[src/design/ppw_pkg.sv]
`timescale 1ns / 1ps

package ppw_pkg;

  localparam int SET_W    = 16;
  localparam int SET_FRAC = 12;
  localparam int GAIN     = 10;
  localparam int CFG_AW   = 2;

  localparam logic [SET_W-1:0] DIST_RESET  = 16'd4096;
  localparam logic [SET_W-1:0] VCOMP_RESET = 16'd0;

  typedef enum logic [CFG_AW-1:0] {
    REG_DISTANCE = 2'd0,
    REG_VCOMP    = 2'd1
  } cfg_reg_t;

  function automatic int ppw_max(input int a, input int b);
    return (a > b) ? a : b;
  endfunction

endpackage

[src/design/ppw_div.sv]
`timescale 1ns / 1ps

module ppw_div #(
  parameter int NUMW = 48,
  parameter int DENW = 35,
  parameter int QW   = 16
) (
  input  logic            clk,
  input  logic            en,
  input  logic [NUMW-1:0] num,
  input  logic [DENW-1:0] den,
  output logic [QW-1:0]   q,
  output logic            ovf
);
  import ppw_pkg::*;

  localparam int CW = ppw_max(NUMW, DENW + QW) + 1;

  logic [CW-1:0]   rem_r [QW];
  logic [DENW-1:0] den_r [QW];
  logic [QW-1:0]   q_r   [QW];
  logic            ov_r  [QW];

  for (genvar j = 0; j < QW; j++) begin : g_stage
    logic [CW-1:0]   rem_in;
    logic [DENW-1:0] den_in;
    logic [QW-1:0]   q_in;
    logic            ov_in;
    logic [CW-1:0]   sub;
    logic            ge;

    if (j == 0) begin : g_first
      assign rem_in = CW'(num);
      assign den_in = den;
      assign q_in   = '0;
      assign ov_in  = CW'(num) >= (CW'(den) << QW);
    end else begin : g_next
      assign rem_in = rem_r[j-1];
      assign den_in = den_r[j-1];
      assign q_in   = q_r[j-1];
      assign ov_in  = ov_r[j-1];
    end

    assign sub = CW'(den_in) << (QW - 1 - j);
    assign ge  = rem_in >= sub;

    always_ff @(posedge clk) begin
      if (en) begin
        rem_r[j] <= ge ? (rem_in - sub) : rem_in;
        den_r[j] <= den_in;
        q_r[j]   <= {q_in[QW-2:0], ge};
        ov_r[j]  <= ov_in;
      end
    end
  end

  assign q   = q_r[QW-1];
  assign ovf = ov_r[QW-1];

endmodule

[config.mk]
export PLATFORM = sky130hd
export DESIGN_NAME = ppw_div
export DESIGN_NICKNAME = d
export VERILOG_FILES = /design/src/design/ppw_pkg.sv /design/src/design/ppw_div.sv
export SDC_FILE = /design/constraint.sdc
export NUM_CORES = 2
export LEC_CHECK = 0
export ABC_AREA = 1
export BUFFER_PORTS_ARGS = -buffer_cell sky130_fd_sc_hd__buf_4
export CORE_MARGIN = 1
export CORE_UTILIZATION = 28
export CTS_CLUSTER_SIZE = 20
export DETAILED_ROUTE_END_ITERATION = 8
export GPL_TIMING_DRIVEN = 0
export PLACE_DENSITY = 0.49
export SKIP_LAST_GASP = 1
export SLEW_MARGIN = 25
export SYNTH_ARGS = -nofsm -noshare
export SYNTH_HDL_FRONTEND = slang
export SYNTH_SLANG_ARGS = --single-unit
[constraint.sdc]
create_clock -name clk -period 4.12 [get_ports clk]
set_input_delay 0.618 -clock clk [delete_from_list [all_inputs] [get_ports clk]]
set_output_delay 0.618 -clock clk [all_outputs]
set_load 0.05 [all_outputs]
==> reports/qor.csv <==
metric;value;unit
GRT Util Overall;0.198;
period utilisation layout;0.836;
ratio of cells with drive above 1 in the final layout;0.0481;
Worst Tran Pin Value;0.988;ns
DRC violations left;0;
post-synth top area cell;edfxtp_1;
Post-synth EDFFs;1456;
clock net sink count;1456;
Num CTS Buffers;172;
fin crit period;3.44;ns
met2 Use GR;0.332;
die area;373000;sq um
Max IR drop VDD;0.323;mV
total gr overflow;0;
Final ANT Viol Nets;0;
Area contributors post-synth;edfxtp_1, nand2_1, inv_1, ha_1, nor2_1;
Worst Path Max Fanout;10;
most common cell after layout, fill and taps aside;nand2_1;
gpl congestion;0.956;
register bit count reported by yosys;1456;
Most used DFF post-synth;edfxtp_1;
post-synthesis async set-or-reset flop share;0;
Netlist cell types;49;
hold crit path type;in2reg;
Clock Tree Buf Depth;4;
RSZ-0062 raised after global routing;no;
CTS tree;done;
status;finished clean;
final hold vios;0;
vias per cell;4.58;
Detailed Routing Iterations Pass 1;8;
hold path depth;3;
CP Launch Type;register;
Slew HR;0.336;
Die Wd;611;um
vias in the first global route;83900;
Crit path arrival time;4.03;ns
clock latency on the worst-skew pair;0.88;ns
fin. max-slew vios;0;
I/O Pins;102;
Setup crit end kind;register;
final instance area;117000;sq um
CTS root buffer;clkbuf_16;
clock slew at reported path FFs;0.06;ns
largest net degree at the start of global routing;139;
H-tree levels;4;
static leakage;56.8;nW
Post-CTS Setup Bufs;0;
I/O Buffers;101;
Final Net Count;15300;
core area;369000;sq um
Yosys Warn Count;0;
Post-Route WL;381000;um
HPWL Detailed;319000;um
synthesized area;104000;sq um
area grow syn2layout;13.1;%
CP required;4.71;ns
pwr dens;632;nW/um^2
routed length per instance;19.3;um
Rows;223;
initial antenna violation count;7;
Gate Count Post-Synth;14300;
reg2reg path depth;11;
clk_skew;0.0500;ns
placed inst area;111000;sq um
Vert. Die Dim;611;um
GR Util met3;0.0234;
GRT busiest layer;met2;
Max Clk Rate;290;MHz
PnR Total Power;74.1;mW
vias;90300;
Starting Density;0.281;
max cap viols;0;
Setup Crit Path Kind;reg2reg;
Mapped Avg Cell Area;7.26;sq um
most frequent cells in the layout;nand2_1, inv_1, edfxtp_1, nor2_1, nand3_1;
global-route wire length before repair;553000;um
syn nets;15000;
post-synthesis sequential area ratio;0.421;
Final setup viols;0;
Synth top area share;0.421;
post_cts resized;0;
initial drt markers;8577;
met1 GRT Util;0.275;
-- registers in the layout (all words and copies together), names as in the netlist --
signal / cells
ov_r: 16
q_r: 136
den_r: 525
rem_r: 779
-- synthesized netlist by cell type, types with 63 or more instances --
cell,count
nand3_1,735
ha_1,590
xnor2_1,106
nor2_1,1230
a21oi_1,556
xor2_1,205
o21bai_1,63
nand3b_1,130
nor3_1,102
inv_1,2705
nand2_1,5525
o21ai_0,213
edfxtp_1,1456
nand4_1,176
-- power breakdown --
part	switching [mW]	total, mW	internal [mW]	leakage, nW
logic	23.7	34.6	10.8	39.9
registers	2.89	23.7	20.8	14.1
clock network	6.57	15.8	9.28	2.75
-- critical path, cell delays in order (launching register included) --
cell and delay, ns:
edfxtp_1 0.45, inv_1 0.07, ha_1 0.35, nand2_1 0.13, nor2_2 0.26, nand2_1 0.09, nor3_1 0.76, nand3_1 0.24
clkinv_1 0.14, nor2_4 0.07, buf_2 0.19, o21ai_0 0.43
-- routing by layer --
| metal | vias to the layer above | share of wire | wire length (um) |
|---|---|---|---|
| met2 | 2359 | 0.46 | 177000 |
| li1 | 45700 | - | - |
| met3 | 342 | 0.055 | 21100 |
| met4 | 2 | 0.020 | 7600 |
| met5 | - | 0.000029 | 11 |
| met1 | 41900 | 0.46 | 175000 |
-- path summary, 6_finish.rpt --
path	to	start	slack, ns
hold / removal	rem_r[0][17]$_DFFE_PP_	num[17]	0.09
setup reg to reg	rem_r[1][173]$_DFFE_PP_	den_r[1][80]$_DFFE_PP_	0.68
hold reg to reg	q_r[6][22]$_DFFE_PP_	q_r[6][5]$_DFFE_PP_	0.41
setup / recovery	rem_r[1][173]$_DFFE_PP_	den_r[1][80]$_DFFE_PP_	0.68
-- area by class of cell --
class                   count  area (sq um)
fillers                 40300        252000
multi-input cells        9991         48800
flip-flops and latches   1456         43700
inverters                2733         10300
well taps                4950          6190
clock buffers             198          4440
repair buffers            163          1610
clock inverters           112          1290
plain buffers             119           980
diodes                      6          15.0
-- timing repair --
item | CTS | global route
hold endpoints to repair | 50 | 0
hold buffers | 50 | 0
setup endpoints to repair | 0 | 0
-- stage by stage --
step                utilization  cells  hold WS, ns  TNS, ns  setup slack (ns)
CTS                       0.318  19700       0.0221        0             0.624
global placement          0.300  19400        0.400        -            -11.80
global route              0.318  19700       0.0591        0             0.561
detailed placement        0.301  19400        0.405   -13.01            -0.132
finish                    0.318  19700       0.0939        0             0.678
floorplan                     -  14300        0.400        0              1.55
-- cells by family (layout without fill, tap and decap cells) --
| group | Yosys count | count (layout) | synth area share |
|---|---|---|---|
| xor gates and xnor gates | 311 | 311 | 0.0262 |
| other | 0 | 6 | 0 |
| adders and majority gates | 605 | 605 | 0.0740 |
| DFF | 1456 | 1456 | 0.421 |
| AOI/OAI and AO/OA | 974 | 974 | 0.0511 |
| and+or+nand+nor | 8101 | 8101 | 0.319 |
| buffers and inverters | 2852 | 3325 | 0.108 |
Note: power is estimated with default switching activity, not from simulation.
