[config.mk]
export PLATFORM = sky130hd
export DESIGN_NAME = ppw_obuf
export DESIGN_NICKNAME = d
export VERILOG_FILES = /design/src/design/ppw_obuf.sv
export SDC_FILE = /design/constraint.sdc
export NUM_CORES = 1
export LEC_CHECK = 0
export ABC_AREA = 0
export BUFFER_PORTS_ARGS = -buffer_cell sky130_fd_sc_hd__buf_2
export CELL_PAD_IN_SITES_DETAIL_PLACEMENT = 1
export CELL_PAD_IN_SITES_GLOBAL_PLACEMENT = 2
export CORE_ASPECT_RATIO = 1.4
export CORE_UTILIZATION = 42
export CTS_BUF_LIST = sky130_fd_sc_hd__clkbuf_2
export DETAILED_ROUTE_END_ITERATION = 6
export PLACE_DENSITY = 0.95
export SLEW_MARGIN = 20
export SYNTH_ARGS = -nofsm -noshare
export SYNTH_HDL_FRONTEND = slang
export SYNTH_SLANG_ARGS = --single-unit
[constraint.sdc]
create_clock -name clk -period 5.15 [get_ports clk]
set_clock_uncertainty 0.2 [all_clocks]
set_input_delay 0.7725 -clock clk [delete_from_list [all_inputs] [get_ports clk]]
set_output_delay 0.7725 -clock clk [all_outputs]
set_load 0.05 [all_outputs]
[src/design/ppw_obuf.sv]
`timescale 1ns / 1ps

module ppw_obuf #(
  parameter int WIDTH = 49
) (
  input  logic             clk,
  input  logic             rst_n,
  input  logic             push,
  input  logic [WIDTH-1:0] din,
  output logic             full,
  output logic             valid,
  input  logic             ready,
  output logic [WIDTH-1:0] dout
);
  logic [WIDTH-1:0] mem_r [2];
  logic [1:0]       cnt_r;
  logic [1:0]       cnt_nxt;
  logic             wp_r;
  logic             rp_r;
  logic             pop;

  assign valid = (cnt_r != 2'd0);
  assign full  = (cnt_r == 2'd2);
  assign pop   = valid && ready;
  assign dout  = mem_r[rp_r];

  always_comb begin
    cnt_nxt = cnt_r;
    if (push && !pop) begin
      cnt_nxt = cnt_r + 2'd1;
    end else if (pop && !push) begin
      cnt_nxt = cnt_r - 2'd1;
    end
  end

  always_ff @(posedge clk) begin
    if (!rst_n) begin
      cnt_r <= 2'd0;
      wp_r  <= 1'b0;
      rp_r  <= 1'b0;
    end else begin
      cnt_r <= cnt_nxt;
      if (push) begin
        wp_r <= ~wp_r;
      end
      if (pop) begin
        rp_r <= ~rp_r;
      end
    end
  end

  always_ff @(posedge clk) begin
    if (push) begin
      mem_r[wp_r] <= din;
    end
  end

endmodule

==> results of run 1 <==
-- how the worst max path moves through the flow --
stage | to
after floorplan | mem_r[0][0]$_DFFE_PP_
after global placement | dout[11]
after detailed placement | mem_r[0][0]$_DFFE_PP_
after CTS | dout[1]
after global routing | dout[22]
final | dout[24]
-- metal layers --
layer	global-route usage (%)	up-vias
li1	-	905
met1	15.29	931
met2	25.56	67
met3	3.440	10
met4	9.006	0
met5	0	-
-- state kept, by name (all words and copies together), names as in the netlist, named ones only --
signal and flops:
wp_r 1, mem_r 98, rp_r 1, cnt_r 2
-- through the flow --
step / util, % / setup slack [ps] / cells / total power (uW) / instance area, um2
CTS: 52.01 / 2075 / 395 / 2156 / 4477
finish: 52.01 / 2173 / 395 / 2124 / 4477
global route: 52.01 / 2012 / 395 / 2218 / 4477
detailed placement: 50.99 / 2513 / 379 / 1844 / 4389
floorplan: - / 1510 / 174 / 1690 / 3749
global placement: 50.96 / 2391 / 379 / 1834 / 4387
-- cells by family (layout without fill, tap and decap cells) --
logic type      Yosys count  after routing  share of synthesized area, %
buf+inv                   5            121                        0.9011
compound gates            4              4                        0.6675
xor+xnor                  3              3                        0.7011
flops                   103            103                         81.17
fa+ha+maj                 1              1                        0.3337
mux                      49             49                         14.72
simple gates              9              9                         1.502
-- final cells by class --
type / count / area (um2) / area share [%]
timing repair buffer: 105 / 530.5 / 11.85
sequential: 103 / 3047 / 68.05
clock buffer: 10 / 50.05 / 1.118
tap: 105 / 131.4 / 2.935
multi-input combinational: 66 / 680.7 / 15.20
clock inverter: 6 / 37.54 / 0.8385
-- synthesized netlist by cell type --
master / instances / area [um2]
sky130_fd_sc_hd__a21boi_1: 1 / 7.510
sky130_fd_sc_hd__and2_1: 4 / 25.02
sky130_fd_sc_hd__buf_2: 3 / 15.01
sky130_fd_sc_hd__buf_4: 1 / 7.510
sky130_fd_sc_hd__buf_6: 1 / 11.26
sky130_fd_sc_hd__dfxtp_1: 5 / 100.1
sky130_fd_sc_hd__edfxtp_1: 98 / 2943
sky130_fd_sc_hd__ha_1: 1 / 12.51
sky130_fd_sc_hd__mux2_2: 49 / 551.8
sky130_fd_sc_hd__nor2b_1: 3 / 18.77
sky130_fd_sc_hd__o21a_1: 1 / 7.510
sky130_fd_sc_hd__o21ai_0: 1 / 5.000
sky130_fd_sc_hd__o21ai_1: 1 / 5.000
sky130_fd_sc_hd__or2_2: 1 / 6.260
sky130_fd_sc_hd__or3_1: 1 / 6.260
sky130_fd_sc_hd__xnor2_1: 2 / 17.52
sky130_fd_sc_hd__xor2_1: 1 / 8.760
-- critical path, cell delays in order (launching register included) --
cell                      delay, ps
sky130_fd_sc_hd__dfxtp_4        830
sky130_fd_sc_hd__mux2_2         420
sky130_fd_sc_hd__buf_2          210
-- power breakdown --
group | leakage (uW) | switching, uW | internal [uW]
clock | 0.0000553 | 248 | 62.9
combinational | 0.000650 | 514 | 240
sequential | 0.000962 | 80.8 | 978
total | 0.00167 | 843 | 1280
==> metrics, run 1 <==
maximum fanout count along the critical path 49; fraction of final layout cells sized beyond drive strength 1 between 50 and 60%; Relative slew margins roughly 47%; highest-count cells in the layout ignoring fill and taps 103 x sky130_fd_sc_hd__buf_2, 98 x sky130_fd_sc_hd__edfxtp_1, 49 x sky130_fd_sc_hd__mux2_2; TritonCTS Buffers 9; gate count of the mapped netlist 174; slew at the pin closest to its max-slew limit 797.3 ps; root buf cell sky130_fd_sc_hd__clkbuf_2; most common cell after layout, fill and taps aside sky130_fd_sc_hd__buf_2; number of top-level design ports ~100; uppermost metal layer occupied by signal nets met4; unrepaired setup endpoints after global routing no; residual antenna-violating net count after detailed routing 0; Routed met2 length between 3000 and 4000 um; number of DRC markers in iteration 0 40; number of iterations in the first detailed-routing pass 4; TritonCTS clock tree yes; run status complete, no violations; final setup violating endpoints 0; Clock H-tree levels 3; number of buffers added on ports approximately 100; synthesized area per cell ~22 um2; critical path class flip-flop to output port; Yosys warnings 0; FF-to-FF path depth 2; number of antenna violations at the first check in global routing 0; aggregate global-route resource usage between 10% and 20%; total number of clock tree sinks ~100; total of hold buffers inserted after clock tree synthesis 0; upper clock frequency limit 335.9 MHz; # rows 40; cell leakage power about 0.0017 uW; net count of the finished layout ~340; Die Area a little over 9000 um2; fill count 856; Routed WL around 6400 um; mean number of vias per cell approximately 4.8; Worst Hold Launch din[25]; DRC 0; reg-to-reg critical path endpoint mem_r[0][0]$_DFFE_PP_; minimum clock period between 2000 and 3000 ps; number of inserted diodes 0; power density of the placed cells 474.5 nW/um2; drt wl/cell between 15 and 20 um; layout overhead on the synthesized area 19.43%; CTS Buffer Depth 2; sink of the worst hold path mem_r[0][25]$_DFFE_PP_; category of the worst setup path capture point output port; post-synthesis register bit count around 100; DP HPWL roughly 4400 um; global route total overflow 0; area of the mapped netlist around 3700 um2; pin count of the biggest net entering global routing 50; number of distinct library cells after synthesis 17; ratio of final minimum period to clock period just under 60%; placer's final routability congestion estimate roughly 0.7; clock edge transition at the registers on the reported setup and hold paths 260 ps; sequential cell area fraction in the yosys report 81.17%; M1 wire length ~2400 um; Data required, critical path 4180 ps; Core Box Area 8608 um2; worst-case vdd ir drop 0.3097 mV; Fin. Hold Viols 0; clock latency on the worst-skew pair ~540 ps; total count of max-transition violations in the final report 0; number of global-route vias before repair roughly 2000; worst hold slack 188.0 ps; first-pass GRT wire length roughly 9600 um; number of violations of the max-capacitance limit 0; width of the chip about 80 um; worst hold path class input port to flip-flop; CP Data Arrival Time about 2000 ps; crit path launch type flip-flop; count of buffers added by post-CTS timing repair for setup 0; reg-to-reg critical path startpoint wp_r$_SDFFE_PN0P_; net count after synthesis 228; post_cts resized 0; WL met3 369 um; reg-to-reg slack, setup approximately 3100 ps; via count of the routed design 1913; initial core utilization 43.55%; Hold Path Cell Cnt 1; setup TNS after final layout 0 ps; die span in y about 110 um
Power figures use the tool's default switching activity.
==> run 2, diff against run 1 <==
- CORE_UTILIZATION: 42 -> 35
- PLACE_DENSITY: 0.95 -> 0.87
- clock period: 5.15 -> 2.6 ns (I/O delays scaled with it)
==> metrics, run 2 (synthesized netlist as in run 1, its figures left out) <==
max reg flops 98; slew at the pin closest to its max-slew limit ~530 ps; drt wl/cell 15.79 um; pin count of the biggest net entering global routing 42; worst hold path class input port to flip-flop; category of the worst setup path capture point output port; run status complete, no violations; layout overhead on the synthesized area 36.95%; mean number of vias per cell approximately 4.5; Die Area 11130 um2; ratio of final minimum period to clock period between 90 and 100%; largest register by flop count mem_r; number of buffers added on ports 103; unrepaired setup endpoints after global routing no; Hold Path Cell Cnt 4; Data required, critical path 2010 ps; # rows 44; total count of max-transition violations in the final report 0; crit path launch type flip-flop; final cell utilization of the core 49.34%; post-layout instance count excluding filler cells between 400 and 500; Fin. Hold Viols 0; global route total overflow 0; fraction of final layout cells sized beyond drive strength 1 between 50% and 60%; number of iterations in the first detailed-routing pass 4; Relative slew margins ~65%; fill count ~1000; Routed WL ~7600 um; final setup violating endpoints 0; number of top-level design ports about 100; Most Used Layer, Global Route met2; setup TNS after final layout 0 ps; initial core utilization between 30% and 40%; highest-count cells in the layout ignoring fill and taps 103 x sky130_fd_sc_hd__buf_2, 98 x sky130_fd_sc_hd__edfxtp_1, 51 x sky130_fd_sc_hd__dlygate4sd3_1; critical path class flip-flop to output port; global-route met1 utilization 14.73%; maximum cell stage delay along the critical path approximately 440 ps; area of all sequential standard cells between 3000 and 4000 um2; net count of the finished layout around 400; clock latency on the worst-skew pair approximately 540 ps; placed cell count 415; minimum clock period approximately 2400 ps; maximum fanout count along the critical path 28; root buf cell sky130_fd_sc_hd__clkbuf_2; cell with the largest stage delay on the worst path sky130_fd_sc_hd__dfxtp_4; power density of the placed cells between 800 and 900 nW/um2; TritonCTS clock tree yes; TritonCTS Buffers 9; largest registers mem_r: 98 flops, cnt_r: 2 flops; routing usage on met3 around 3.8%; cell leakage power 0.001933 uW; number of violations of the max-capacitance limit 0; die span in y between 100 and 150 um; met2 capacity usage during global routing a little over a quarter; via count of the routed design roughly 2200; footprint of the multi-input gates 680.7 um2; first-pass GRT wire length 11700 um; CTS Buffer Depth 2; total number of clock tree sinks just over 100; aggregate global-route resource usage between 10% and 20%; width of the chip about 90 um; CP Data Arrival Time 1780 ps; number of DRC markers in iteration 0 68; number of inserted diodes 0; DRC 0; upper clock frequency limit ~420 MHz; DP HPWL roughly 4800 um; list of cells traversed by the critical path buf_12 -> mux2_2 -> buf_2; FF-to-FF path depth 3; worst-case vdd ir drop 0.5796 mV; residual antenna-violating net count after detailed routing 0; most common cell after layout, fill and taps aside sky130_fd_sc_hd__buf_2; Core Box Area about 10000 um2; placer's final routability congestion estimate about 0.65; clock edge transition at the registers on the reported setup and hold paths ~250 ps; number of antenna violations at the first check in global routing 0; Clock H-tree levels 3; number of global-route vias before repair 2386
## run 2: metrics by stage
step / hold WS [ps] / cell area (um2) / total power (uW) / setup WS (ps)
after floorplan: 273.5 / 3751 / 3346 / 270.4
after global placement: 295.3 / 4488 / 3672 / 677.9
after detailed placement: 323.9 / 4488 / 3703 / 648.3
after CTS: 49.91 / 5119 / 4507 / 62.07
after global routing: 64.84 / 5134 / 4678 / 111.3
final: 121.1 / 5134 / 4488 / 232.4
## run 2: what timing repair did
| item | in CTS | in global routing |
|---|---|---|
| endpoints found under the setup margin | 40 | 6 |
| endpoints found under the hold margin | 103 | 0 |
| setup buffers | 0 | 2 |
| hold buffers | 51 | 0 |
| resized for setup | 1 | 0 |
## run 2: worst paths after layout
check | from | endpoint | slack, ps
hold / removal | ready | flip-flop | 120
hold reg to reg | cnt_r[1]$_SDFFE_PN0P_ | cnt_r[1]$_SDFFE_PN0P_ | 350
setup / recovery | flip-flop | dout[14] | 230
setup reg to reg | wp_r$_SDFFE_PN0P_ | wp_r$_SDFFE_PN0P_ | 790
## run 2: metal layers
metal,routed length [um],vias to the layer above
met3,361,10
met5,0,-
met1,2862,1079
met4,124,0
li1,-,1018
met2,4295,64
## run 2: power by group
group,internal (uW),switching [uW],total (uW)
Clock,225,523,747
Combinational,582,1170,1750
Sequential,1940,55.1,1990
## run 2: cell type report
cell class,count,share of cell area (%)
timing repair buffer,161,21.74
clock buffer,9,0.8774
clock inverter,7,1.414
sequential,103,59.35
multi-input combinational,66,13.26
tap,138,3.363
## run 2: critical path: cells and delay by family (launching register included)
family   cells  cell delay, ps
flops        1             440
buf+inv      2             410
mux          1             360
==> run 3, diff against run 2 <==
- CELL_PAD_IN_SITES_GLOBAL_PLACEMENT: 2 -> 1
- CORE_UTILIZATION: 35 -> 41
- PLACE_DENSITY: 0.87 -> 0.88
==> metrics, run 3 (synthesized netlist as in run 1, its figures left out) <==
via count of the routed design roughly 2100; initial core utilization 43.05%; buffer and inverter count on the worst path 2; total number of clock tree sinks 103; category of the worst setup path capture point output port; TritonCTS clock tree yes; Die Area between 9000 and 10000 um2; fraction of final layout cells sized beyond drive strength 1 51.71%; aggregate global-route resource usage about 17%; critical path class flip-flop to output port; Worst Setup Slack post-DPL about 570 ps; number of iterations in the first detailed-routing pass 4; maximum fanout count along the critical path 17; crit path launch type flip-flop; worst-case vdd ir drop 0.5740 mV; Clock H-tree levels 3; number of antenna violations at the first check in global routing 0; number of DRC markers in iteration 0 90; final setup violating endpoints 0; width of the chip ~83 um; die span in y between 100 and 150 um; # rows 40; root buf cell sky130_fd_sc_hd__clkbuf_2; global route total overflow 0; worst hold path class input port to flip-flop; min setup slack post-route slightly below 200 ps; clock edge transition at the registers on the reported setup and hold paths between 200 and 300 ps; FF-to-FF path depth 4; Core Box Area approximately 8700 um2; total count of max-transition violations in the final report 0; most common cell after layout, fill and taps aside sky130_fd_sc_hd__buf_2; reg-to-reg critical path startpoint wp_r$_SDFFE_PN0P_; cell leakage power 0.001974 uW; setup TNS after final layout 0 ps; Data required, critical path about 2000 ps; reg-to-reg slack, setup just over 800 ps; layout overhead on the synthesized area 37.68%; mean number of vias per cell 4.721; DRC 0; Top Family by Delay on Critical Path flip-flops; run status complete, no violations; Fin. Hold Viols 0; residual antenna-violating net count after detailed routing 0; number of violations of the max-capacitance limit 0; max reg flops approximately 100; drt wl/cell 17.54 um; maximum cell stage delay along the critical path about 510 ps; number of buffers added on ports approximately 100; Hold Path Cell Cnt 4; power density of the placed cells between 900 and 1000 nW/um2; slew at the pin closest to its max-slew limit roughly 380 ps; number of inserted diodes 0; largest registers mem_r: 98 flops, cnt_r: 2 flops; power consumption roughly 4700 uW; reg-to-reg critical path endpoint wp_r$_SDFFE_PN0P_; highest-count cells in the layout ignoring fill and taps 103 x sky130_fd_sc_hd__buf_2, 98 x sky130_fd_sc_hd__edfxtp_1, 51 x sky130_fd_sc_hd__dlygate4sd3_1; number of top-level design ports about 100; upper clock frequency limit 415.9 MHz; Relative slew margins about 75%; net count of the finished layout roughly 400; largest register by flop count mem_r; list of cells traversed by the critical path buf_12 -> mux2_2 -> buf_2; CTS Buffer Depth 2; number of global-route vias before repair 2461; TritonCTS Buffers 9; cell with the largest stage delay on the worst path sky130_fd_sc_hd__dfxtp_4; placer's final routability congestion estimate 0.6582; Routed WL between 7000 and 8000 um; CP Data Arrival Time around 1800 ps; ratio of final minimum period to clock period between 90% and 100%; DP HPWL 4902 um; pin count of the biggest net entering global routing 37; minimum clock period 2404 ps; first-pass GRT wire length 12270 um; Worst Hold Launch ready; unrepaired setup endpoints after global routing no; fill count between 800 and 900; clock latency on the worst-skew pair approximately 540 ps
==> run 3: timing repair <==
item,in CTS,in global routing
gates cloned,0,0
endpoints found under the setup margin,34,27
hold buffers,51,0
resized for setup,1,0
hold endpoints to repair,103,0
setup buffers,0,6
==> run 3: worst max-delay path by stage <==
stage	cells past startpoint	end	start
final	3	dout[14]	flip-flop
after global routing	3	dout[7]	flip-flop
after CTS	3	dout[13]	flip-flop
after detailed placement	3	dout[14]	flip-flop
after global placement	3	dout[31]	flip-flop
after floorplan	1	mem_r[0][0]$_DFFE_PP_	push
==> run 3: worst register-to-register path, delay by kind of cell (launching register included) <==
| family | cells | cell delay [ps] |
|---|---|---|
| compound gates | 1 | 180 |
| buf+inv | 2 | 860 |
| flops | 1 | 400 |
| simple gates | 1 | 120 |
==> run 3: layer usage <==
metal  up-vias  GRT usage (%)  part of all wire (%)
li1       1022              -                     -
met1      1051          17.73                    37
met2        66          33.22                    58
met3         9          4.307                   3.8
met4         0          7.471                   1.7
met5         -              0                     0
==> run 3: power by group <==
group	switching, uW	internal (uW)
Clock	500	408
Sequential	75.7	1940
Combinational	1170	625
==> run 3: final cells by class <==
type / count / area [um2] / share of cell area (%)
Clock buffer: 9 / 45.04 / 0.8727
Tap cell: 105 / 131.4 / 2.545
Timing Repair Buffer: 165 / 1146 / 22.21
Clock inverter: 7 / 111.4 / 2.158
Sequential cell: 103 / 3047 / 59.03
Multi-Input combinational cell: 66 / 680.7 / 13.19
==> run 3: metrics by stage <==
step	hold WS (ps)	instances	area [um2]	utilization, %
final	111.6	455	5161	59.27
after global routing	56.67	455	5161	59.27
after CTS	46.84	449	5116	58.75
after detailed placement	334.2	382	4447	51.06
after global placement	296.5	382	4447	51.06
after floorplan	273.5	174	3751	-
