--- src/design/ppw_isqrt.sv ---
`timescale 1ns / 1ps

module ppw_isqrt #(
  parameter int NW = 32
) (
  input  logic          clk,
  input  logic          en,
  input  logic [NW-1:0] n,
  output logic [NW/2:0] r
);
  localparam int ST = NW / 2;
  localparam int RW = ST + 1;

  logic [NW-1:0] rem_r [ST];
  logic [NW-1:0] res_r [ST];
  logic [RW-1:0] r_r;

  for (genvar j = 0; j < ST; j++) begin : g_stage
    localparam logic [NW-1:0] BIT = NW'(1) << (NW - 2 - 2 * j);
    logic [NW-1:0] rem_in;
    logic [NW-1:0] res_in;
    logic [NW-1:0] trial;
    logic [NW-1:0] rem_nxt;
    logic [NW-1:0] res_nxt;

    if (j == 0) begin : g_first
      assign rem_in = n;
      assign res_in = '0;
    end else begin : g_next
      assign rem_in = rem_r[j-1];
      assign res_in = res_r[j-1];
    end

    always_comb begin
      trial = res_in + BIT;
      if (rem_in >= trial) begin
        rem_nxt = rem_in - trial;
        res_nxt = (res_in >> 1) + BIT;
      end else begin
        rem_nxt = rem_in;
        res_nxt = res_in >> 1;
      end
    end

    always_ff @(posedge clk) begin
      if (en) begin
        rem_r[j] <= rem_nxt;
        res_r[j] <= res_nxt;
      end
    end
  end

  // round to nearest
  always_ff @(posedge clk) begin
    if (en) begin
      if (rem_r[ST-1] > res_r[ST-1]) begin
        r_r <= RW'(res_r[ST-1]) + RW'(1);
      end else begin
        r_r <= RW'(res_r[ST-1]);
      end
    end
  end

  assign r = r_r;

endmodule

--- config.mk ---
export PLATFORM = sky130hd
export DESIGN_NAME = ppw_isqrt
export DESIGN_NICKNAME = d
export VERILOG_FILES = /design/src/design/ppw_isqrt.sv
export SDC_FILE = /design/constraint.sdc
export NUM_CORES = 1
export LEC_CHECK = 0
export BUFFER_PORTS_ARGS = -buffer_cell sky130_fd_sc_hd__buf_2
export CORE_MARGIN = 5
export CORE_UTILIZATION = 40
export CTS_CLUSTER_DIAMETER = 150
export CTS_CLUSTER_SIZE = 20
export DETAILED_ROUTE_END_ITERATION = 8
export HOLD_SLACK_MARGIN = 0.12
export SLEW_MARGIN = 10
export SYNTH_ARGS = -nofsm -noshare
export SYNTH_HDL_FRONTEND = slang
export SYNTH_SLANG_ARGS = --single-unit
--- constraint.sdc ---
create_clock -name clk -period 6.45 [get_ports clk]
set_clock_uncertainty 0.2 [all_clocks]
set_input_delay 0.3225 -clock clk [delete_from_list [all_inputs] [get_ports clk]]
set_output_delay 0.3225 -clock clk [all_outputs]
set_load 0.1 [all_outputs]
==> metrics, run 1 <==
status finished clean; worst min-delay path class reg2reg; Yosys top cell area share 0.612; hold path endpoint rem_r[1][65]$_DFFE_PP_; Pint 7.46 mW; crit start category flip-flop; Rel. slew slack 0.243; power per cell area 293 nW/um^2; post-CTS sizing 0; share of layout cells above drive strength 1 0.0586; area delta synth->final 9.04%; Final Setup Violations 0; RR Endpoint rem_r[1][247]$_DFFE_PP_; worst-path fanout max 29; sequential share of power 0.561; Final ANT Viol Nets 0; io pins 51; Port Buffer Count 50; GP Congestion 0.862; initial antenna violation count 1; Top FF cell, synth edfxtp_1; Seq/Total Area, Yosys 0.612; worst r2r path cells 10; Remaining DRCs 0; min-delay src rem_r[1][33]$_DFFE_PP_; met1 WL 28.7 mm; commonest non-fill, non-tap cell in the layout edfxtp_1; Clock Sink Count 665; Worst-path clk slew 80 ps; GRT Util Overall 0.152; final hold slack 242 ps; Top Layer Used met5; WS Path Type reg2reg; Sw Pwr 2.96 mW; Hold Path Stages 0; Worst Path Arrival 4170 ps; Yosys reg bits ~670; Setup crit end kind flip-flop; area of the core about 81,000 um^2; wire length per cell 17.8 um; Post-Syn Nets 2,800; DIE AREA 87,400 um^2; Pins Over Slew Limit 0; vias in the first global route approximately 20,000; RR Startpoint rem_r[1][198]$_DFFE_PP_; worst vdd ir 0.000183 V; total gr overflow 0; Gate power share 0.202; fin nets 2,895; Mapped Avg Cell Area 12.6 um^2; CTS Root Cell clkbuf_16; Num CTS Buffers 39; WL met2 ~34 mm; most frequent cells in the layout edfxtp_1, inv_1, nor2_1; Yosys cell types 75; fin crit share 0.624; synth warn 0; htree depth 2; worst-margin pin slew 1130 ps; Via Count 20,200; Synth area leader edfxtp_1; drt pass-1 iters 5; DP HPWL 49.7 mm; Synth async-reset ratio 0; Clk pwr share 0.237; Crit path required time 6590 ps; Final Hold Viols 0; met3 wire length 2.39 mm; number of diodes 0; Mapped Area 32,600 um^2; Initial DRC Count 1,480; Layout fillers 7,228; Die W just under 300 um; Synth Instances 2,597; RSZ-0062 raised after global routing no; final WL 67.0 mm; Post CTS Setup Buffer Count 0; f_max about 250 MHz; EDFF count, synth 665; Clock Path Buffers 3; Fin Setup TNS 0 ps; maxcap violations 0; r2r setup slk approximately 2400 ps; Die Y-Extent 296 um; minimum clock period a little over 4000 ps; vias per cell 5.38; Rows 104; latest clock arrival within the worst-skew pair ~600 ps; LEAKAGE 13.2 nW; largest cells by area after synthesis edfxtp_1, ha_1, xnor2_1; initial core utilization 0.404; global-route wire length before repair 108 mm; switching share of power 0.284; largest net degree at the start of global routing ~150; CTS tree built
state kept, by name, summed over array words and instances, names as in the netlist:
register  cells
r            17
res_r       136
rem_r       512
metal layers:
layer,vias up,GRT usage
met5,-,0
met4,2,0.0413
met3,101,0.0184
met2,400,0.274
met1,9808,0.194
li1,9889,-
critical path, stage by stage (launching register included):
cell      delay, ps
edfxtp_1        420
ha_1            440
nand4_1         160
a211oi_1        500
nor4_1          240
o2111a_1        430
inv_1            90
buf_4           320
nand4b_1        420
nor4_1          420
xor2_1          110
cells in the mapped netlist (24+ instances only):
| cell | number |
|---|---|
| clkbuf_1 | 30 |
| nand2b_1 | 28 |
| xnor2_1 | 159 |
| mux2_2 | 24 |
| a21oi_1 | 136 |
| edfxtp_1 | 665 |
| inv_1 | 211 |
| a21o_1 | 35 |
| nor2_1 | 175 |
| o21ai_0 | 104 |
| nor3_1 | 87 |
| nor4_1 | 76 |
| xor2_1 | 77 |
| o21a_1 | 32 |
| ha_1 | 169 |
| nand2_1 | 136 |
| nand4_1 | 42 |
| nand3_1 | 63 |
| or3_1 | 26 |
repair_timing:
| action | CTS | global route |
|---|---|---|
| hold endpoints to repair | 112 | 0 |
| setup endpoints to repair | 0 | 0 |
| hold buffers | 34 | 0 |
worst max-delay path by stage:
stage,from,end,depth (start not counted)
floorplan,rem_r[1][105]$_DFFE_PP_,rem_r[1][141]$_DFFE_PP_,12
global placement,rem_r[1][198]$_DFFE_PP_,rem_r[1][247]$_DFFE_PP_,10
detailed placement,rem_r[1][198]$_DFFE_PP_,rem_r[1][247]$_DFFE_PP_,10
CTS,rem_r[1][198]$_DFFE_PP_,rem_r[1][247]$_DFFE_PP_,10
global route,rem_r[1][198]$_DFFE_PP_,rem_r[1][247]$_DFFE_PP_,10
finish,rem_r[1][198]$_DFFE_PP_,rem_r[1][247]$_DFFE_PP_,10
metrics by stage:
step / cells / utilization / cell area, um^2 / power [mW] / setup WS [ps]
after floorplan: 2597 / - / 32600 / 7.36 / 3150
after global placement: 3677 / 0.423 / 34200 / 7.97 / 2460
after detailed placement: 3677 / 0.423 / 34200 / 8.02 / 2410
after CTS: 3754 / 0.441 / 35600 / 10.5 / 2380
after global routing: 3754 / 0.441 / 35600 / 11.0 / 2010
final: 3754 / 0.441 / 35600 / 10.4 / 2420
layout make-up:
| type | instances | area (um^2) | share of cell area |
|---|---|---|---|
| sequential | 665 | 20000 | 0.561 |
| clock inverter | 4 | 86.3 | 0.00243 |
| inverter | 214 | 803 | 0.0226 |
| multi-input combinational | 1679 | 11700 | 0.329 |
| clock buffer | 39 | 976 | 0.0274 |
| timing repair buffer | 93 | 718 | 0.0202 |
| tap | 1060 | 1330 | 0.0373 |
power by group through the flow:
stage	clock, mW	sequential [mW]	combinational, mW
5_1_grt	2.73	5.91	2.35
3_5_place_dp	0	5.95	2.08
2_1_floorplan	0	5.82	1.54
4_1_cts	2.57	5.85	2.11
3_3_place_gp	0	5.94	2.04
6_report	2.47	5.84	2.11
logic make-up after synthesis:
| family | share of synthesized area |
|---|---|
| AND/OR/NAND/NOR | 0.125 |
| AO/OA/AOI/OAI | 0.0896 |
| adder cells (fa/ha/maj) | 0.0648 |
| XOR/XNOR | 0.0634 |
| flip-flops | 0.612 |
| buffers and inverters | 0.0298 |
| multiplexers | 0.0152 |
Note: power is estimated with default switching activity, not from simulation.
==> run 2: changes to the inputs <==
clock period = 3.85 ns   (was 6.45 ns; I/O delays follow)
==> run 2 against run 1 <==
  * Utilization up 0.70 points
  * Clock-buffer cell count up 1
  * Die area unchanged
  * Power up 69%
  * Via count up 1.4%
  * Cell count up 1.7%
  * Worst setup slack worse by 2100 ps
  * Sequential cell count unchanged
  * Sequential share of layout area down 0.87 points
  * Combinational power up 71%
  * Sequential power up 68%
==> metrics, run 2 (synthesis gave the netlist of run 1 again) <==
Initial DRC Count 1,544; largest net degree at the start of global routing 113; share of layout cells above drive strength 1 0.0686; crit start category flip-flop; GRT Util Overall 0.157; most frequent cells in the layout edfxtp_1, inv_1, nor2_1; area of the core 80,700 um^2; Num CTS Buffers 39; area delta synth->final 10.8%; vias per cell ~5.4; post-CTS sizing 0; Rows 104; Remaining DRCs 0; GP Congestion 0.869; Final Setup Violations 0; maxcap violations 0; Top reg by flops rem_r; f_max 284 MHz; final WL between 60 and 70 mm; Final ANT Viol Nets 0; Sw Pwr 5.04 mW; initial antenna violation count 0; DIE AREA about 87,000 um^2; CTS Root Cell clkbuf_16; Port Buffer Count 50; Clock Sink Count 665; Layout fillers about 7,300; worst vdd ir 0.000322 V; Setup crit end kind flip-flop; Via Count ~20,000; io pins 51; number of flip-flops in the largest register around 510; RSZ-0062 raised after global routing no; CTS tree built; worst-path fanout max 13; fin nets just under 3,000; commonest non-fill, non-tap cell in the layout edfxtp_1; Multi-input gate area roughly 12,000 um^2; DP HPWL 52.2 mm; Clk pwr share 0.238; Clock Path Buffers 3; Rel. slew slack 0.312; Final Hold Viols 0; worst min-delay path class in2reg; Fin Setup TNS 0 ps; htree depth 2; Worst-path clk slew 80 ps; minimum clock period 3520 ps; Die Y-Extent 296 um; Die W about 300 um; wire length per cell 18.2 um; Pins Over Slew Limit 0; Worst Path Arrival 3660 ps; worst-margin pin slew roughly 1000 ps; global-route wire length before repair 111 mm; initial core utilization 0.404; sequential share of power 0.558; WS Path Type reg2reg; LEAKAGE between 10 and 15 nW; Pint 12.5 mW; final hold slack 171 ps; fin crit share 0.915; status finished clean; switching share of power 0.287; total gr overflow 0; number of diodes 0; drt pass-1 iters 5; Gate power share 0.204; Crit path required time 3990 ps; latest clock arrival within the worst-skew pair around 610 ps; vias in the first global route 20,300; sequential cell area about 20,000 um^2; power per cell area 487 nW/um^2
-- run 2: area by class of cell --
cell class | count | share of cell area
Sequential cell | 665 | 0.553
Multi-Input combinational cell | 1679 | 0.323
Tap cell | 1060 | 0.0367
Timing Repair Buffer | 154 | 0.0352
Clock buffer | 40 | 0.0271
Inverter | 214 | 0.0222
Clock inverter | 4 | 0.00267
-- run 2: power groups by stage --
stage | Combinational (mW) | Clock, mW | Sequential (mW)
2_1_floorplan | 2.58 | 0 | 9.75
3_3_place_gp | 3.45 | 0 | 9.96
3_5_place_dp | 3.53 | 0 | 9.98
4_1_cts | 3.60 | 4.35 | 9.82
5_1_grt | 4.01 | 4.62 | 9.91
6_report | 3.60 | 4.18 | 9.81
-- run 2: worst max-delay path: stages (launching register included) --
cell and delay (ps):
edfxtp_1 400, ha_1 400, a211oi_1 340, o211ai_1 140, a31oi_1 400, nor3b_1 160, o21a_1 330, or3_1 350
buf_4 210, mux2_1 340
-- run 2: what timing repair did --
item	4_1_cts	5_1_grt
hold buffers	63	0
hold endpoints to repair	107	0
setup buffers	0	0
endpoints found under the setup margin	0	0
-- run 2: worst paths after layout --
check	endpoint	from	cells past startpoint	slack [ps]
hold reg to reg	rem_r[0][80]$_DFFE_PP_	rem_r[0][48]$_DFFE_PP_	0	240
setup / recovery	rem_r[1][136]$_DFFE_PP_	rem_r[1][105]$_DFFE_PP_	9	330
hold / removal	rem_r[0][10]$_DFFE_PP_	n[10]	2	170
setup reg to reg	rem_r[1][136]$_DFFE_PP_	rem_r[1][105]$_DFFE_PP_	9	330
-- run 2: metal layers --
metal  GRT usage  vias to the layer above  part of all wire
met2       0.284                      380              0.51
met1       0.203                     9987              0.44
met3      0.0168                       94             0.032
met5           0                        -                 0
li1            -                    10000                 -
met4      0.0384                        0             0.023
-- run 2: through the flow --
step	total power, mW	cells	setup slack [ps]	utilization	area, um^2
3_3_place_gp	13.4	3709	378	0.427	34400
2_1_floorplan	12.3	2597	552	-	32600
3_5_place_dp	13.5	3709	316	0.427	34400
4_1_cts	17.8	3816	297	0.448	36100
5_1_grt	18.5	3816	109	0.448	36100
6_report	17.6	3816	328	0.448	36100
==> run 3: changes to the inputs <==
ABC_AREA = 1   (was not set)
CORE_MARGIN = not set   (was 5)
==> run 3 against run 2 <==
  * Sequential share of layout area down 6.2 points
  * Sequential cell count unchanged
  * Non-clock buffer count down 23
  * Critical path type is now in2reg
  * Cell count up 46%
  * Largest power group unchanged
==> metrics, run 3 <==
status finished clean; final core area utilization 0.443; Remaining DRCs 0; final cell count without fillers roughly 5,600; placed instance count between 5,000 and 6,000; Seq/Total Area, Yosys 0.536; Post-Syn Nets 4,384; Port Buffer Count 50; Mapped Avg Cell Area 8.91 um^2; sequential cell area 20,000 um^2; commonest non-fill, non-tap cell in the layout nand2_1; worst vdd ir 0.000469 V; Fin Setup TNS 0 ps; Worst Path Arrival about 3200 ps; most frequent cell after synthesis nand2_1; initial core utilization 0.405; fin worst setup slack 860 ps; number of flip-flops in the largest register approximately 510; Synth async-reset ratio 0; Top reg by flops rem_r; io pins 51; worst-path fanout max 3; vias in the first global route 26,500; power per cell area 459 nW/um^2; WS Path Type in2reg; CTS Root Cell clkbuf_16; Clock Path Buffers 3; Yosys top cell area share 0.536; synth cell count leaders nand2_1, edfxtp_1, inv_1; global-route wire length before repair about 140 mm; Die Y-Extent 307 um; LEAKAGE 17.3 nW; synth warn 0; largest cells by area after synthesis edfxtp_1, nand2_1, inv_1; Layout fillers 8,950; total gr overflow 0; post-CTS sizing 0; f_max 334 MHz; Yosys cell types 51; DIE AREA 94,400 um^2; Initial DRC Count 2,228; largest net degree at the start of global routing 148; Final Setup Violations 0; CTS tree built; Synth Instances 4,181; RSZ-0062 raised after global routing no; Final Hold Viols 0; drt pass-1 iters 5; Die W about 310 um; minimum clock period 2990 ps; final WL about 90 mm; Clock Sink Count 665; most frequent cells in the layout nand2_1, edfxtp_1, inv_1; Num CTS Buffers 39; worst min-delay path class reg2reg; Crit path required time 4020 ps; DP HPWL just over 70 mm; Setup crit end kind flip-flop; Rel. slew slack 0.439; GRT Util Overall 0.195; Pins Over Slew Limit 0; EDFF count, synth 665; Final ANT Viol Nets 0; worst-margin pin slew 834 ps; Yosys reg bits ~670; Top FF cell, synth edfxtp_1; GP Congestion 0.925; wire length per cell 16.6 um; htree depth 2; pre-CTS setup slack just over 900 ps; fin crit share 0.777; latest clock arrival within the worst-skew pair roughly 620 ps; Rows between 100 and 150; initial antenna violation count 0; area of the core 91,900 um^2; crit start category primary input; number of diodes 0; area delta synth->final 9.21%; Multi-input gate area approximately 15,000 um^2; Via Count 27,500; share of layout cells above drive strength 1 0.0488; Mapped Area ~37,000 um^2; maxcap violations 0; vias per cell 4.94; Worst-path clk slew about 80 ps; Synth area leader edfxtp_1; fin nets 4,523
==> run 3: changes by cell type after synthesis, moves of 60 or more <==
cell	delta
inv_1	+407
a21oi_1	+60
nor2_1	+263
nand2_1	+1044
xnor2_1	-90
nand3_1	+193
==> run 3: what timing repair did <==
item                      in CTS  in global routing
setup buffers                  0                  0
hold endpoints to repair      81                  0
hold buffers                  65                  0
==> run 3: power breakdown <==
group	switching (mW)	total (mW)	internal, mW
registers	0.638	9.71	9.08
logic	3.09	4.71	1.62
clock network	2.38	4.24	1.86
total	6.11	18.7	12.6
==> run 3: routing by layer <==
layer	vias up	GRT usage	share of wire
met4	0	0.0460	0.022
met2	602	0.335	0.48
met5	-	0	0
met3	109	0.0236	0.046
li1	14100	-	-
met1	12700	0.261	0.45
==> run 3: worst paths after layout <==
kind                                                 to  slack, ps  depth (start not counted)               startpoint
worst max-delay path             rem_r[0][31]$_DFFE_PP_        860                          9                     n[4]
worst min-delay path            res_r[1][138]$_DFFE_PP_        240                          0  res_r[1][107]$_DFFE_PP_
worst max register to register  rem_r[1][173]$_DFFE_PP_        890                          9  rem_r[1][135]$_DFFE_PP_
worst min register to register  res_r[1][138]$_DFFE_PP_        240                          0  res_r[1][107]$_DFFE_PP_
==> run 3: cell type report <==
cell class / instances / share of cell area
Tap cell: 1243 / 0.0382
Sequential cell: 665 / 0.491
Timing Repair Buffer: 131 / 0.0266
Clock buffer: 39 / 0.0240
Clock inverter: 5 / 0.00246
Inverter: 632 / 0.0583
Multi-Input combinational cell: 2851 / 0.360
==> run 3: worst max-delay path, cell delays in order <==
cell and delay, ps:
dlygate4sd3_1 540, buf_2 130, or2_2 280, nor4_1 500
nand4_1 240, nand3_1 130, dlygate4sd3_1 560, nand2_1 50
dlygate4sd3_1 540
==> run 3: stage by stage <==
step	hold slack, ps	cell area [um^2]	power [mW]
floorplan	91.4	37300	13.0
global placement	186	39000	14.5
detailed placement	186	39000	14.5
CTS	210	40700	18.8
global route	254	40700	19.8
finish	236	40700	18.7
==> run 3: cell families after synthesis <==
kind of cell,share of synthesized area
AOI/OAI and AO/OA,0.0622
xor gates and xnor gates,0.0313
adders and majority gates,0.0567
buffers and inverters,0.0712
DFF,0.536
and+or+nand+nor,0.243
